## src/design/bpra_pkg.sv

```systemverilog
// Shared types and constants for the bitmap page range allocator.
`default_nettype none

package bpra_pkg;

  // Default sizes
  localparam int unsigned POOL_PAGES_DEF = 4096;
  localparam int unsigned PAGE_BYTES_DEF = 4096;

  // Request codes
  localparam logic FUNC_FREE = 1'b1;
  localparam logic [1:0] POOL_PAGED   = 2'd2;
  localparam logic [1:0] POOL_INVALID = 2'd3;

  // Configuration register indexes
  localparam logic [1:0] CFG_NONPAGED_BASE  = 2'd0;
  localparam logic [1:0] CFG_PAGED_BASE     = 2'd1;
  localparam logic [1:0] CFG_NONPAGED_PAGES = 2'd2;
  localparam logic [1:0] CFG_PAGED_PAGES    = 2'd3;

  // Result status codes
  typedef enum logic [2:0] {
    ST_OK        = 3'd0,
    ST_NO_SPACE  = 3'd1,
    ST_BAD_SIZE  = 3'd2,
    ST_BAD_POOL  = 3'd3,
    ST_BAD_ADDR  = 3'd4,
    ST_BEYOND    = 3'd5,
    ST_NOT_ALLOC = 3'd6
  } status_t;

  // Controller states
  typedef enum logic [3:0] {
    S_CLEAR, S_IDLE, S_CHECK, S_MOD, S_START, S_SCAN_RD, S_SCAN,
    S_CLAIM, S_RD, S_WR, S_REWIND, S_FIN
  } ctl_state_t;

  // What the word read-modify-write loop does
  typedef enum logic [1:0] {
    M_SET, M_CHK, M_CLR
  } mode_t;

  // Datapath operations, one per cycle
  typedef enum logic [3:0] {
    OP_NONE, OP_CLEAR, OP_LOAD, OP_CHECK, OP_MOD, OP_START, OP_SCAN_RD,
    OP_SCAN, OP_CLAIM, OP_RD, OP_SET, OP_CHK, OP_CLR, OP_REWIND, OP_OUT
  } dp_op_t;

  typedef struct packed {
    dp_op_t op;
  } dp_cmd_t;

  typedef struct packed {
    logic clr_last;   // last entry of the clearing pass
    logic chk_ok;     // request passed its checks
    logic func_free;  // latched request is a free
    logic mod_last;   // last step of the remainder unit
    logic scan_hit;   // current page completes the run
    logic scan_last;  // current page is the last one to scan
    logic scan_rd;    // next page lies in another word
    logic word_last;  // current word is the last of the range
    logic chk_fail;   // a page of the current word is not in use
    logic out_free;   // result register can take a result
  } dp_stat_t;

endpackage

`default_nettype wire

```

## src/design/bpra_ctrl.sv

```systemverilog
// Controller state machine that sequences the allocator datapath.
`default_nettype none

module bpra_ctrl (
  input  logic               clk,
  input  logic               rst_n,
  input  logic               in_valid,
  output logic               in_stall,
  input  bpra_pkg::dp_stat_t stat,
  output bpra_pkg::dp_cmd_t  cmd
);

  bpra_pkg::ctl_state_t state_r, state_nxt;
  bpra_pkg::mode_t      mode_r, mode_nxt;

  // State register
  always_ff @(posedge clk) begin
    if (!rst_n) begin
      state_r <= bpra_pkg::S_CLEAR;
      mode_r  <= bpra_pkg::M_SET;
    end else begin
      state_r <= state_nxt;
      mode_r  <= mode_nxt;
    end
  end

  // Next state and datapath command
  always_comb begin
    state_nxt = state_r;
    mode_nxt  = mode_r;
    cmd.op    = bpra_pkg::OP_NONE;
    in_stall  = 1'b1;
    case (state_r)
      bpra_pkg::S_CLEAR: begin
        cmd.op = bpra_pkg::OP_CLEAR;
        if (stat.clr_last) begin
          state_nxt = bpra_pkg::S_IDLE;
        end
      end
      bpra_pkg::S_IDLE: begin
        in_stall = 1'b0;
        if (in_valid) begin
          cmd.op    = bpra_pkg::OP_LOAD;
          state_nxt = bpra_pkg::S_CHECK;
        end
      end
      bpra_pkg::S_CHECK: begin
        cmd.op = bpra_pkg::OP_CHECK;
        if (!stat.chk_ok) begin
          state_nxt = bpra_pkg::S_FIN;
        end else if (stat.func_free) begin
          state_nxt = bpra_pkg::S_RD;
          mode_nxt  = bpra_pkg::M_CHK;
        end else begin
          state_nxt = bpra_pkg::S_MOD;
        end
      end
      bpra_pkg::S_MOD: begin
        cmd.op = bpra_pkg::OP_MOD;
        if (stat.mod_last) begin
          state_nxt = bpra_pkg::S_START;
        end
      end
      bpra_pkg::S_START: begin
        cmd.op    = bpra_pkg::OP_START;
        state_nxt = bpra_pkg::S_SCAN_RD;
      end
      bpra_pkg::S_SCAN_RD: begin
        cmd.op    = bpra_pkg::OP_SCAN_RD;
        state_nxt = bpra_pkg::S_SCAN;
      end
      bpra_pkg::S_SCAN: begin
        cmd.op = bpra_pkg::OP_SCAN;
        if (stat.scan_hit) begin
          state_nxt = bpra_pkg::S_CLAIM;
        end else if (stat.scan_last) begin
          state_nxt = bpra_pkg::S_FIN;
        end else if (stat.scan_rd) begin
          state_nxt = bpra_pkg::S_SCAN_RD;
        end
      end
      bpra_pkg::S_CLAIM: begin
        cmd.op    = bpra_pkg::OP_CLAIM;
        state_nxt = bpra_pkg::S_RD;
        mode_nxt  = bpra_pkg::M_SET;
      end
      bpra_pkg::S_RD: begin
        cmd.op    = bpra_pkg::OP_RD;
        state_nxt = bpra_pkg::S_WR;
      end
      bpra_pkg::S_WR: begin
        case (mode_r)
          bpra_pkg::M_CHK: cmd.op = bpra_pkg::OP_CHK;
          bpra_pkg::M_CLR: cmd.op = bpra_pkg::OP_CLR;
          default:         cmd.op = bpra_pkg::OP_SET;
        endcase
        if (mode_r == bpra_pkg::M_CHK && stat.chk_fail) begin
          state_nxt = bpra_pkg::S_FIN;
        end else if (!stat.word_last) begin
          state_nxt = bpra_pkg::S_RD;
        end else if (mode_r == bpra_pkg::M_CHK) begin
          state_nxt = bpra_pkg::S_REWIND;
        end else begin
          state_nxt = bpra_pkg::S_FIN;
        end
      end
      bpra_pkg::S_REWIND: begin
        cmd.op    = bpra_pkg::OP_REWIND;
        state_nxt = bpra_pkg::S_RD;
        mode_nxt  = bpra_pkg::M_CLR;
      end
      bpra_pkg::S_FIN: begin
        if (stat.out_free) begin
          cmd.op    = bpra_pkg::OP_OUT;
          state_nxt = bpra_pkg::S_IDLE;
        end
      end
      default: begin
        state_nxt = bpra_pkg::S_IDLE;
      end
    endcase
  end

endmodule

`default_nettype wire

```

## config.mk

```make
export PLATFORM = sky130hd
export DESIGN_NAME = bpra_ctrl
export DESIGN_NICKNAME = d
export VERILOG_FILES = /design/src/design/bpra_pkg.sv /design/src/design/bpra_ctrl.sv
export SDC_FILE = /design/constraint.sdc
export NUM_CORES = 1
export LEC_CHECK = 0
export BUFFER_PORTS_ARGS = -buffer_cell sky130_fd_sc_hd__buf_2
export CAP_MARGIN = 0
export CORE_MARGIN = 2
export CORE_UTILIZATION = 45
export CTS_CLUSTER_SIZE = 28
export DETAILED_ROUTE_END_ITERATION = 8
export GPL_TIMING_DRIVEN = 0
export PLACE_DENSITY = 0.73
export SLEW_MARGIN = 10
export SYNTH_ARGS = -nofsm -noshare
export SYNTH_HDL_FRONTEND = slang
export SYNTH_SLANG_ARGS = --single-unit
```

## constraint.sdc

```tcl
create_clock -name clk -period 1.4 [get_ports clk]
set_input_delay 0.14 -clock clk [delete_from_list [all_inputs] [get_ports clk]]
set_output_delay 0.14 -clock clk [all_outputs]
set_load 0.03 [all_outputs]
```

==> results.py, run 1 <==
metrics = {
    "status": {
        "outcome": "finished, violations left",
        "violations": "negative setup slack",
    },
    "power_and_ir_drop": {
        "pwr-share-clk": 0.139,
        "p_sw_mw": 0.450,
        "cellPowerDensity_mw_per_mm2": 973,
        "vdd_drop_max_uv": 621,
        "power.share.sequential": 0.194,
        "p_int_mw": 0.631,
        "p_leak_nw": 0.451,
        "swShare": 0.416,
        "p_total_mw": 1.08,
        "combPwrFrac": 0.667,
    },
    "floorplanning": {
        "die_w_um": 42.5,
        "rows": 13,
        "io_pins": 18,
        "die_h_um": 42.5,
        "core_mm2": 0.00135,
        "dieArea_mm2": 0.00181,
        "start_util": 0.495,
    },
    "finish": {
        "final_net_count": 139,
        "nFillCells": 90,
        "antenna_cells": 0,
        "stdcell_area_mm2": 0.00111,
        "multi_input_area_um2": 612,
        "drive_gt1_frac": 0.597,
        "seq_area_um2": 129,
        "area_delta_synth_final_pct": 66.3,
        "fin_util": 0.823,
    },
    "placed_design": {
        "port_buffers": 17,
        "placed_cell_area_um2": 785,
        "pre_cts_ws_ns": -0.220,
        "gp_congestion": 0.914,
        "place_hpwl_mm": 1.26,
    },
    "global_routing": {
        "grt_first_pass_wirelength_mm": 3.64,
        "grt_usage": 0.256,
        "grt_antenna_before_repair": 0,
        "grt.overflow.total": 0,
        "busiest_layer": "met2",
        "met3_usage": 0.0517,
        "first_global_vias": 826,
        "grtUsageMet2": 0.412,
        "grt_use_met1": 0.340,
        "grt_max_degree": 11,
    },
    "clock_network": {
        "cts_root_buf": "clkbuf_4",
        "cts_buffer_depth": 2,
        "cts_tree": "yes",
        "cts-htree-levels": 1,
        "clk_latency_ns": 0.24,
        "cts_sinks": 6,
        "cts.clk_slew.worst_paths_ns": 0.04,
        "numCtsBuffers": 3,
    },
    "worst_setup_path": {
        "path_cells": "inv_2 -> nand2_1 -> a21oi_1 -> or3_4 -> buf_6",
        "critPathLaunch": "state_r[3]",
        "critPathBufInv": 2,
        "critPathMaxFanout": 8,
        "cp-start-kind": "flip-flop",
        "rr_startpoint": "state_r[2]",
        "cp.required_ns": 1.26,
        "worst_ep_arrival_time_ns": 1.54,
        "endpoint_kind": "output pin",
        "critical_path.slowest_cell": "dfxtp_2",
        "crit_type": "reg2out",
        "slowest_delay_ns": 0.42,
        "crit_family": "simple AND/OR/NAND/NOR gates",
    },
    "drt": {
        "drc_errors": 0,
        "ant_nets": 0,
        "routed_via_density": 6.14,
        "routed_wl_mm": 2.48,
        "drt-pass1-iter-count": 4,
        "drtIter0Drc": 34,
        "detailroute.via_count": 854,
        "routedWlPerCell_um": 17.8,
    },
    "logic_synthesis": {
        "syn_area_um2": 668,
        "async_reset_ff_frac": 0,
        "syn_inst": 93,
        "syn_avg_cell_area_um2": 7.18,
        "synth_edf_count": 0,
        "netlist-cell-type-count": 42,
        "ys_ff_latch": 6,
        "yosys_warnings": 0,
        "yosysSeqAreaShare": 0.180,
        "syn-num-nets": 106,
        "synthFlopType": "dfxtp_1",
    },
    "timing": {
        "skew_ns": 0.00247,
        "finalMaxSlewViolations": 0,
        "relSlewSlack": 0.732,
        "setup_viol": 8,
        "finalHoldViolations": 0,
        "timing.final.crit_share": 1.20,
        "rsz0062_at_grt": "yes",
        "clock.fmax_mhz": 597,
        "layout_setup_ws_ns": -0.276,
        "worst_pin_slew_ns": 0.401,
        "setup_tns_ns": -1.30,
        "min_period_ns": 1.68,
    },
    "flow_run": {
        "cap_violations": 0,
    },
    "min_path": {
        "min_from": "rst_n",
        "hp-class": "in2reg",
    },
}
cell families (layout without fill, tap and decap cells):
kind of cell	Yosys count	after routing	share of synthesized area
buffers and inverters	12	43	0.0824
muxes	1	1	0.0150
DFF	6	6	0.180
AOI/OAI and AO/OA	34	34	0.360
and+or+nand+nor	40	40	0.363
power groups by stage:
stage                     Sequential [mW]  Combinational (mW)  Clock, mW
final                               0.209               0.721      0.151
after floorplan                     0.199               0.350          0
after CTS                           0.205               0.586      0.155
after detailed placement            0.204               0.445          0
after global routing                0.211               0.763      0.169
after global placement              0.203               0.443          0
layout by cell type (no fill, tap or decap), types with 2 or more instances in the layout:
cell and instances:
a21oi_1 5, a21oi_2 4, buf_2 12, buf_4 7, buf_6 13, clkbuf_4 3
dfxtp_2 4, inv_1 3, inv_2 2, nand2_1 7, nand3b_1 2, nor2_1 6
nor2_2 2, nor2_4 2, nor2b_1 2, o21ai_0 6, o21ai_2 2, or3_4 2
Yosys cell counts (2+ instances only):
cell type  count  share of area
nor2b_1        4          0.037
or4_1          2          0.022
dfxtp_1        6           0.18
o21ai_0        6          0.045
nor2_1        10          0.056
inv_1          5          0.028
nand3b_1       2          0.022
a21oi_1        9          0.067
nand2_1        8          0.045
o21ai_1        3          0.022
buf_2          5          0.037
or3_1          3          0.028
repair_timing:
item | in CTS | in global routing
hold buffers | 0 | 0
resized for setup | 40 | 22
pin swaps | 9 | 6
buffers inserted | 8 | 3
hold endpoints to repair | 0 | 0
endpoints found under the setup margin | 8 | 9
flip-flops by register name, summed over array words and instances (netlist names):
| name | flops |
|---|---|
| state_r | 4 |
| mode_r | 2 |
stage by stage:
stage	instances	hold WS [ns]
2_1_floorplan	93	0.290
3_3_place_gp	125	0.445
3_5_place_dp	125	0.443
4_1_cts	136	0.195
5_1_grt	139	0.224
6_report	139	0.209
final timing paths:
path | to | slack [ns] | depth (start not counted)
setup / recovery | cmd[2] | -0.28 | 5
hold / removal | mode_r[1] | 0.21 | 3
setup reg to reg | state_r[1] | -0.20 | 6
hold reg to reg | mode_r[0] | 0.53 | 2
worst reg2reg max path, delay by kind of cell, from the launching register on:
family                 cells  cell delay, ns
and+or+nand+nor            1            0.53
AOI/OAI and AO/OA          3            0.36
DFF                        1            0.34
buffers and inverters      2            0.27
final cells by class:
cell class	count	share of cell area
clock buffers	3	0.0203
plain buffers	6	0.0642
well taps	15	0.0169
flip-flops and latches	6	0.116
multi-input cells	75	0.551
inverters	6	0.0315
repair buffers	28	0.200
layer usage:
metal	up-vias	wire length (µm)
met5	-	0
met4	0	30
met3	4	177
met2	40	1270
met1	402	1000
li1	408	-
(Power assumes the default switching activity.)
==> inputs of run 2 (changes only) <==
==> config.mk (replaced) <==
export PLATFORM = sky130hd
export DESIGN_NAME = bpra_ctrl
export DESIGN_NICKNAME = d
export VERILOG_FILES = /design/src/design/bpra_pkg.sv /design/src/design/bpra_ctrl.sv
export SDC_FILE = /design/constraint.sdc
export NUM_CORES = 1
export LEC_CHECK = 0
export CAP_MARGIN = 0
export CORE_AREA = 2 2 39 41
export CTS_CLUSTER_SIZE = 28
export DETAILED_ROUTE_END_ITERATION = 8
export DIE_AREA = 0 0 41 43
export DONT_BUFFER_PORTS = 1
export GPL_TIMING_DRIVEN = 0
export PLACE_DENSITY = 0.68
export SLEW_MARGIN = 10
export SYNTH_ARGS = -nofsm -noshare
export SYNTH_HDL_FRONTEND = slang
export SYNTH_SLANG_ARGS = --single-unit
==> run 2 against run 1 <==
  * The flow still finishes with violations (negative setup slack)
  * Design area down 10%
  * Setup slack gained 0.093 ns
  * Register-to-register slack improved by 0.08 ns
  * Non-clock buffer count fell by 15
  * Utilization fell by 10 points
  * Power shrank 8.1%
  * Maximum frequency grew 5.9%
  * Sequential power about the same
  * Combinational power shrank 13%
  * Critical endpoint is now cmd[1]
==> results.py, run 2 (synthesized netlist as in run 1, its figures left out) <==
metrics = {
    "status": {
        "outcome": "finished, violations left",
        "violations": "negative setup slack",
    },
    "worst_setup_path": {
        "cp.required_ns": 1.26,
        "slowest_delay_ns": 0.32,
        "cp-start-kind": "flip-flop",
        "crit_type": "reg2out",
        "critPathBufInv": 3,
        "endpoint_kind": "output pin",
        "critical_path.slowest_cell": "dfxtp_2",
        "worst_ep_arrival_time_ns": 1.44,
        "path_cells": "buf_6 -> buf_8 -> buf_4 -> nor2_4 -> mux2i_2 -> a21oi_4",
        "crit_family": "buffers and inverters",
        "r2r_setup_slack_ns": -0.12,
        "critPathMaxFanout": 7,
    },
    "placed_design": {
        "pre_cts_ws_ns": -0.134,
        "placed_cell_area_um2": 701,
        "dp_cells": 109,
        "gp_congestion": 0.912,
        "port_buffers": 0,
        "place_hpwl_mm": 1.30,
    },
    "power_and_ir_drop": {
        "vdd_drop_max_uv": 623,
        "p_leak_nw": 0.403,
        "cellPowerDensity_mw_per_mm2": 997,
        "p_total_mw": 0.994,
    },
    "clock_network": {
        "cts_tree": "yes",
        "numCtsBuffers": 3,
        "cts_sinks": 6,
        "clk_latency_ns": 0.25,
        "cts.clk_slew.worst_paths_ns": 0.05,
        "cts_buffer_depth": 2,
        "cts-htree-levels": 1,
        "cts_root_buf": "clkbuf_4",
    },
    "global_routing": {
        "grt_antenna_before_repair": 0,
        "first_global_vias": 729,
        "grt_max_degree": 11,
        "grt_first_pass_wirelength_mm": 3.24,
        "grt_usage": 0.271,
        "grt.overflow.total": 0,
    },
    "drt": {
        "drt-pass1-iter-count": 4,
        "detailroute.via_count": 816,
        "routedWlPerCell_um": 17.5,
        "routed_wl_mm": 2.18,
        "drc_errors": 0,
        "drtIter0Drc": 34,
        "ant_nets": 0,
        "routed_via_density": 6.53,
    },
    "finish": {
        "fin_cells": 125,
        "largest_reg_flops": 4,
        "multi_input_area_um2": 632,
        "final_common_cell": "buf_4",
        "antenna_cells": 0,
        "stdcell_area_um2": 997,
        "largest_register": "state_r",
        "final_cell_mix": "10 x buf_4, 7 x nor2_1, 6 x buf_6, 6 x a21oi_1",
        "area_delta_synth_final_pct": 49.3,
        "final_net_count": 124,
        "top_regs": "state_r x4, mode_r x2",
        "drive_gt1_frac": 0.523,
        "nFillCells": 95,
        "seq_area_um2": 128,
        "fin_util": 0.721,
    },
    "flow_run": {
        "cap_violations": 0,
    },
    "timing": {
        "finalHoldViolations": 0,
        "min_period_ns": 1.58,
        "relSlewSlack": 0.766,
        "timing.final.crit_share": 1.13,
        "setup_viol": 8,
        "clock.fmax_mhz": 632,
        "worst_pin_slew_ns": 0.342,
        "setup_tns_ns": -0.790,
        "skew_ns": 0.00740,
        "layout_setup_ws_ns": -0.183,
        "rsz0062_at_grt": "yes",
        "finalMaxSlewViolations": 0,
        "holdWs_ns": 0.0483,
    },
    "floorplanning": {
        "core_mm2": 0.00138,
        "die_w_um": 41,
        "dieArea_mm2": 0.00176,
        "rows": 14,
        "start_util": 0.483,
        "io_pins": 18,
        "die_h_um": 43,
    },
    "min_path": {
        "hp-class": "in2reg",
    },
}
-- run 2: cell count changes in the layout (fill, tap and decap cells not counted), moves of 2 or more --
cell,previous run,this run
buf_2,12,1
buf_6,13,6
buf_4,7,10
nand2_2,0,3
a21oi_2,4,2
nand2_1,7,5
-- run 2: power by group --
group	switching, mW	total (mW)	leakage [nW]	internal [mW]
Combinational	0.351	0.629	0.338	0.278
Clock	0.0607	0.158	0.0138	0.0968
Sequential	0.0183	0.207	0.0507	0.189
-- run 2: layout make-up --
type                            count  share of cell area
Buffer                              6              0.0678
Clock buffer                        3              0.0226
Inverter                            6              0.0251
Multi-Input combinational cell     75               0.634
Sequential cell                     6               0.128
Tap cell                           16              0.0201
Timing Repair Buffer               13               0.103
-- run 2: timing repair --
item | 4_1_cts | 5_1_grt
gates cloned | 1 | 0
hold buffers | 0 | 0
gates resized for setup | 33 | 16
setup buffers | 11 | 1
pin swaps | 11 | 10
setup endpoints to repair | 8 | 9
-- run 2: per-layer routing --
layer	vias to the layer above	track usage	share of wire	wire length [µm]
li1	381	-	-	-
met1	392	0.324	0.39	855
met2	39	0.453	0.53	1160
met3	4	0.0471	0.064	139
met4	0	0.100	0.011	23
met5	-	0	0	0
-- run 2: final timing paths --
check | start | endpoint | depth (start not counted)
worst max-delay path | state_r[1] | cmd[1] | 6
worst max register to register | state_r[1] | state_r[0] | 6
worst min register to register | mode_r[1] | mode_r[1] | 2
worst min-delay path | rst_n | mode_r[1] | 2
==> inputs of run 3 (changes only) <==
--- a/config.mk
+++ b/config.mk
@@ -5,14 +5,15 @@
 export SDC_FILE = /design/constraint.sdc
 export NUM_CORES = 1
 export LEC_CHECK = 0
+export ABC_AREA = 1
 export CAP_MARGIN = 0
-export CORE_AREA = 2 2 39 41
+export CORE_ASPECT_RATIO = 0.7
+export CORE_MARGIN = 2
+export CORE_UTILIZATION = 30
 export CTS_CLUSTER_SIZE = 28
 export DETAILED_ROUTE_END_ITERATION = 8
-export DIE_AREA = 0 0 41 43
 export DONT_BUFFER_PORTS = 1
 export GPL_TIMING_DRIVEN = 0
-export PLACE_DENSITY = 0.68
 export SLEW_MARGIN = 10
 export SYNTH_ARGS = -nofsm -noshare
 export SYNTH_HDL_FRONTEND = slang
==> run 3 against run 2 <==
  * The flow still finishes with violations (negative setup slack)
  * Maximum frequency up 1.1%
  * Power is 68% higher
  * Sequential power is 60% higher
  * Critical endpoint is now cmd[2]
  * Largest cell class unchanged
  * Non-clock buffer count down 5
  * Critical path type unchanged
  * Via count is 0.12% lower
  * Utilization fell by 22 points
  * Combinational power is 86% higher
  * Sequential share of layout area rose by 1.3 points
  * Clock skew shrank 0.0051 ns
  * Synthesized area fell by 6.9%
==> results.py, run 3 <==
metrics = {
    "timing": {
        "finalMaxSlewViolations": 0,
        "skew_ns": 0.00230,
        "relSlewSlack": 0.734,
        "clock.fmax_mhz": 638,
        "rsz0062_at_grt": "yes",
        "setup_viol": 4,
        "finalHoldViolations": 0,
        "timing.final.crit_share": 1.12,
        "min_period_ns": 1.57,
        "worst_pin_slew_ns": 0.395,
        "layout_setup_ws_ns": -0.167,
    },
    "logic_synthesis": {
        "ys_ff_latch": 6,
        "syn_inst": 113,
        "synth_most_common_cell": "nand2_1",
        "syn-num-nets": 126,
        "netlist-cell-type-count": 20,
        "synthFlopType": "dfxtp_1",
        "syn_area_um2": 622,
        "async_reset_ff_frac": 0,
        "yosys_warnings": 0,
        "synthTopCellsByCount": "30 x nand2_1, 19 x inv_1, 14 x nor2_1, 8 x nand3_1",
        "ys_top_cells_by_area": "dfxtp_1 19%, nand2_1 18%, inv_1 11%, nor2_1 8.5%, nand3_1 6.4%",
        "yosysTopAreaCellShare": 0.193,
        "yosysSeqAreaShare": 0.193,
        "synth_edf_count": 0,
        "yosys.area.top_type": "dfxtp_1",
        "syn_avg_cell_area_um2": 5.50,
    },
    "global_routing": {
        "grt_use_met1": 0.244,
        "grt.overflow.total": 0,
        "busiest_layer": "met2",
        "met3_usage": 0.0586,
        "first_global_vias": 777,
        "grt_max_degree": 7,
        "grt_antenna_before_repair": 0,
        "grtUsageMet2": 0.285,
        "grt_first_pass_wirelength_mm": 3.39,
        "grt_usage": 0.181,
    },
    "finish": {
        "antenna_cells": 0,
        "top_regs": "state_r x4, mode_r x2",
        "fin_cells": 152,
        "largest_register": "state_r",
        "final_net_count": 145,
        "area_delta_synth_final_pct": 53.7,
        "final_common_cell": "nand2_1",
        "largest_reg_flops": 4,
        "fin_util": 0.502,
        "drive_gt1_frac": 0.400,
        "final_cell_mix": "25 x nand2_1, 15 x inv_1, 11 x nor2_1, 11 x buf_4, 8 x nand3_1",
    },
    "floorplanning": {
        "die_h_um": 42.1,
        "dieArea_mm2": 0.00246,
        "start_util": 0.327,
        "die_w_um": 58.4,
        "rows": 13,
        "io_pins": 18,
        "core_mm2": 0.00190,
    },
    "worst_setup_path": {
        "worst_ep_arrival_time_ns": 1.43,
        "path_cells": "buf_12 -> nand2_8 -> o21ai_4 -> a31oi_1 -> nand4_1",
        "cp.required_ns": 1.26,
        "slowest_delay_ns": 0.38,
        "cp-start-kind": "flip-flop",
        "crit_type": "reg2out",
        "r2r_setup_slack_ns": 0.05,
        "critPathMaxFanout": 4,
        "critPathLaunch": "state_r[2]",
        "rr_startpoint": "state_r[2]",
        "critical_path.slowest_cell": "dfxtp_4",
        "endpoint_kind": "output pin",
    },
    "drt": {
        "ant_nets": 0,
        "detailroute.via_count": 815,
        "drc_errors": 0,
        "routedWlPerCell_um": 14.8,
        "routed_wl_mm": 2.26,
        "routed_via_density": 5.36,
        "drtIter0Drc": 29,
        "drt-pass1-iter-count": 4,
    },
    "placed_design": {
        "dp_cells": 135,
        "place_hpwl_mm": 1.45,
        "port_buffers": 0,
        "gp_congestion": 0.921,
    },
    "clock_network": {
        "cts-htree-levels": 1,
        "numCtsBuffers": 3,
        "cts_root_buf": "clkbuf_4",
        "clk_latency_ns": 0.25,
        "cts_tree": "yes",
        "cts.clk_slew.worst_paths_ns": 0.04,
        "cts_buffer_depth": 2,
        "cts_sinks": 6,
    },
    "min_path": {
        "min_from": "rst_n",
        "hp-class": "in2reg",
    },
    "power_and_ir_drop": {
        "pwr-share-clk": 0.097,
        "cellPowerDensity_mw_per_mm2": 1740,
        "power.share.sequential": 0.199,
        "p_leak_nw": 0.435,
        "combPwrFrac": 0.704,
        "p_total_mw": 1.67,
        "p_int_mw": 0.777,
        "vdd_drop_max_uv": 784,
        "swShare": 0.534,
        "p_sw_mw": 0.891,
    },
    "flow_run": {
        "cap_violations": 0,
    },
    "status": {
        "violations": "negative setup slack",
        "outcome": "finished, violations left",
    },
}
==> run 3: cell count changes after synthesis, moves of 3 or more <==
cell     delta
nand2_1    +22
nand2_2     +3
buf_2       -5
nor2_2      +4
nor2b_1     -4
a21oi_1     -3
nor2_1      +4
inv_1      +14
nand3_1     +7
nand4_1     +4
o21ai_1     -3
or3_1       -3
==> run 3: worst max-delay path: cells and delay by family (launching register included) <==
family / cells / cell delay, ns
AND/OR/NAND/NOR: 2 / 0.42
AO/OA/AOI/OAI: 2 / 0.23
flip-flops: 1 / 0.38
buffers and inverters: 1 / 0.14
==> run 3: metrics by stage <==
| step | hold slack [ns] | worst slack [ns] | setup TNS [ns] | instance area, µm² |
|---|---|---|---|---|
| final | 0.00689 | -0.167 | -0.439 | 956 |
| after global routing | 0.00884 | -0.206 | -0.787 | 956 |
| after CTS | 0.00582 | -0.135 | -0.271 | 840 |
| after detailed placement | 0.248 | -0.188 | -0.428 | 659 |
| after global placement | 0.241 | -0.251 | -0.505 | 659 |
| after floorplan | 0.238 | -0.0208 | -0.0208 | 632 |
==> run 3: repair_timing <==
action,in CTS,in global routing
hold buffers,1,0
setup buffers,8,5
pin swaps,7,7
setup endpoints to repair,5,7
resized for setup,30,12
endpoints found under the hold margin,1,0
==> run 3: metal layers <==
metal	part of all wire	wire (µm)
met3	0.11	249
met5	0	0
met1	0.44	982
met2	0.45	1020
met4	0	0
==> run 3: final cells by class <==
type / count / area, µm²
fill: 183 / 947
timing repair buffer: 14 / 133
sequential: 6 / 135
tap: 22 / 27.5
multi-input combinational: 85 / 543
clock buffer: 3 / 22.5
inverter: 22 / 95.1
==> run 3: final timing paths <==
check,endpoint,cells after the start
worst max register to register,state_r[1],8
worst max-delay path,cmd[2],5
worst min-delay path,state_r[0],2
worst min register to register,mode_r[0],2
==> run 3: cells by family (layout without fill, tap and decap cells) <==
kind of cell / count (synthesis) / count (layout) / synth area share
and+or+nand+nor: 68 / 68 / 0.507
buffers and inverters: 22 / 39 / 0.133
AOI/OAI and AO/OA: 17 / 17 / 0.167
DFF: 6 / 6 / 0.193
==> run 3: power groups by stage <==
stage	Combinational (mW)	Sequential (mW)	Clock, mW
after global placement	0.741	0.305	0
after floorplan	0.632	0.282	0
after global routing	1.26	0.338	0.176
after CTS	1.01	0.313	0.163
final	1.17	0.332	0.161
after detailed placement	0.744	0.301	0
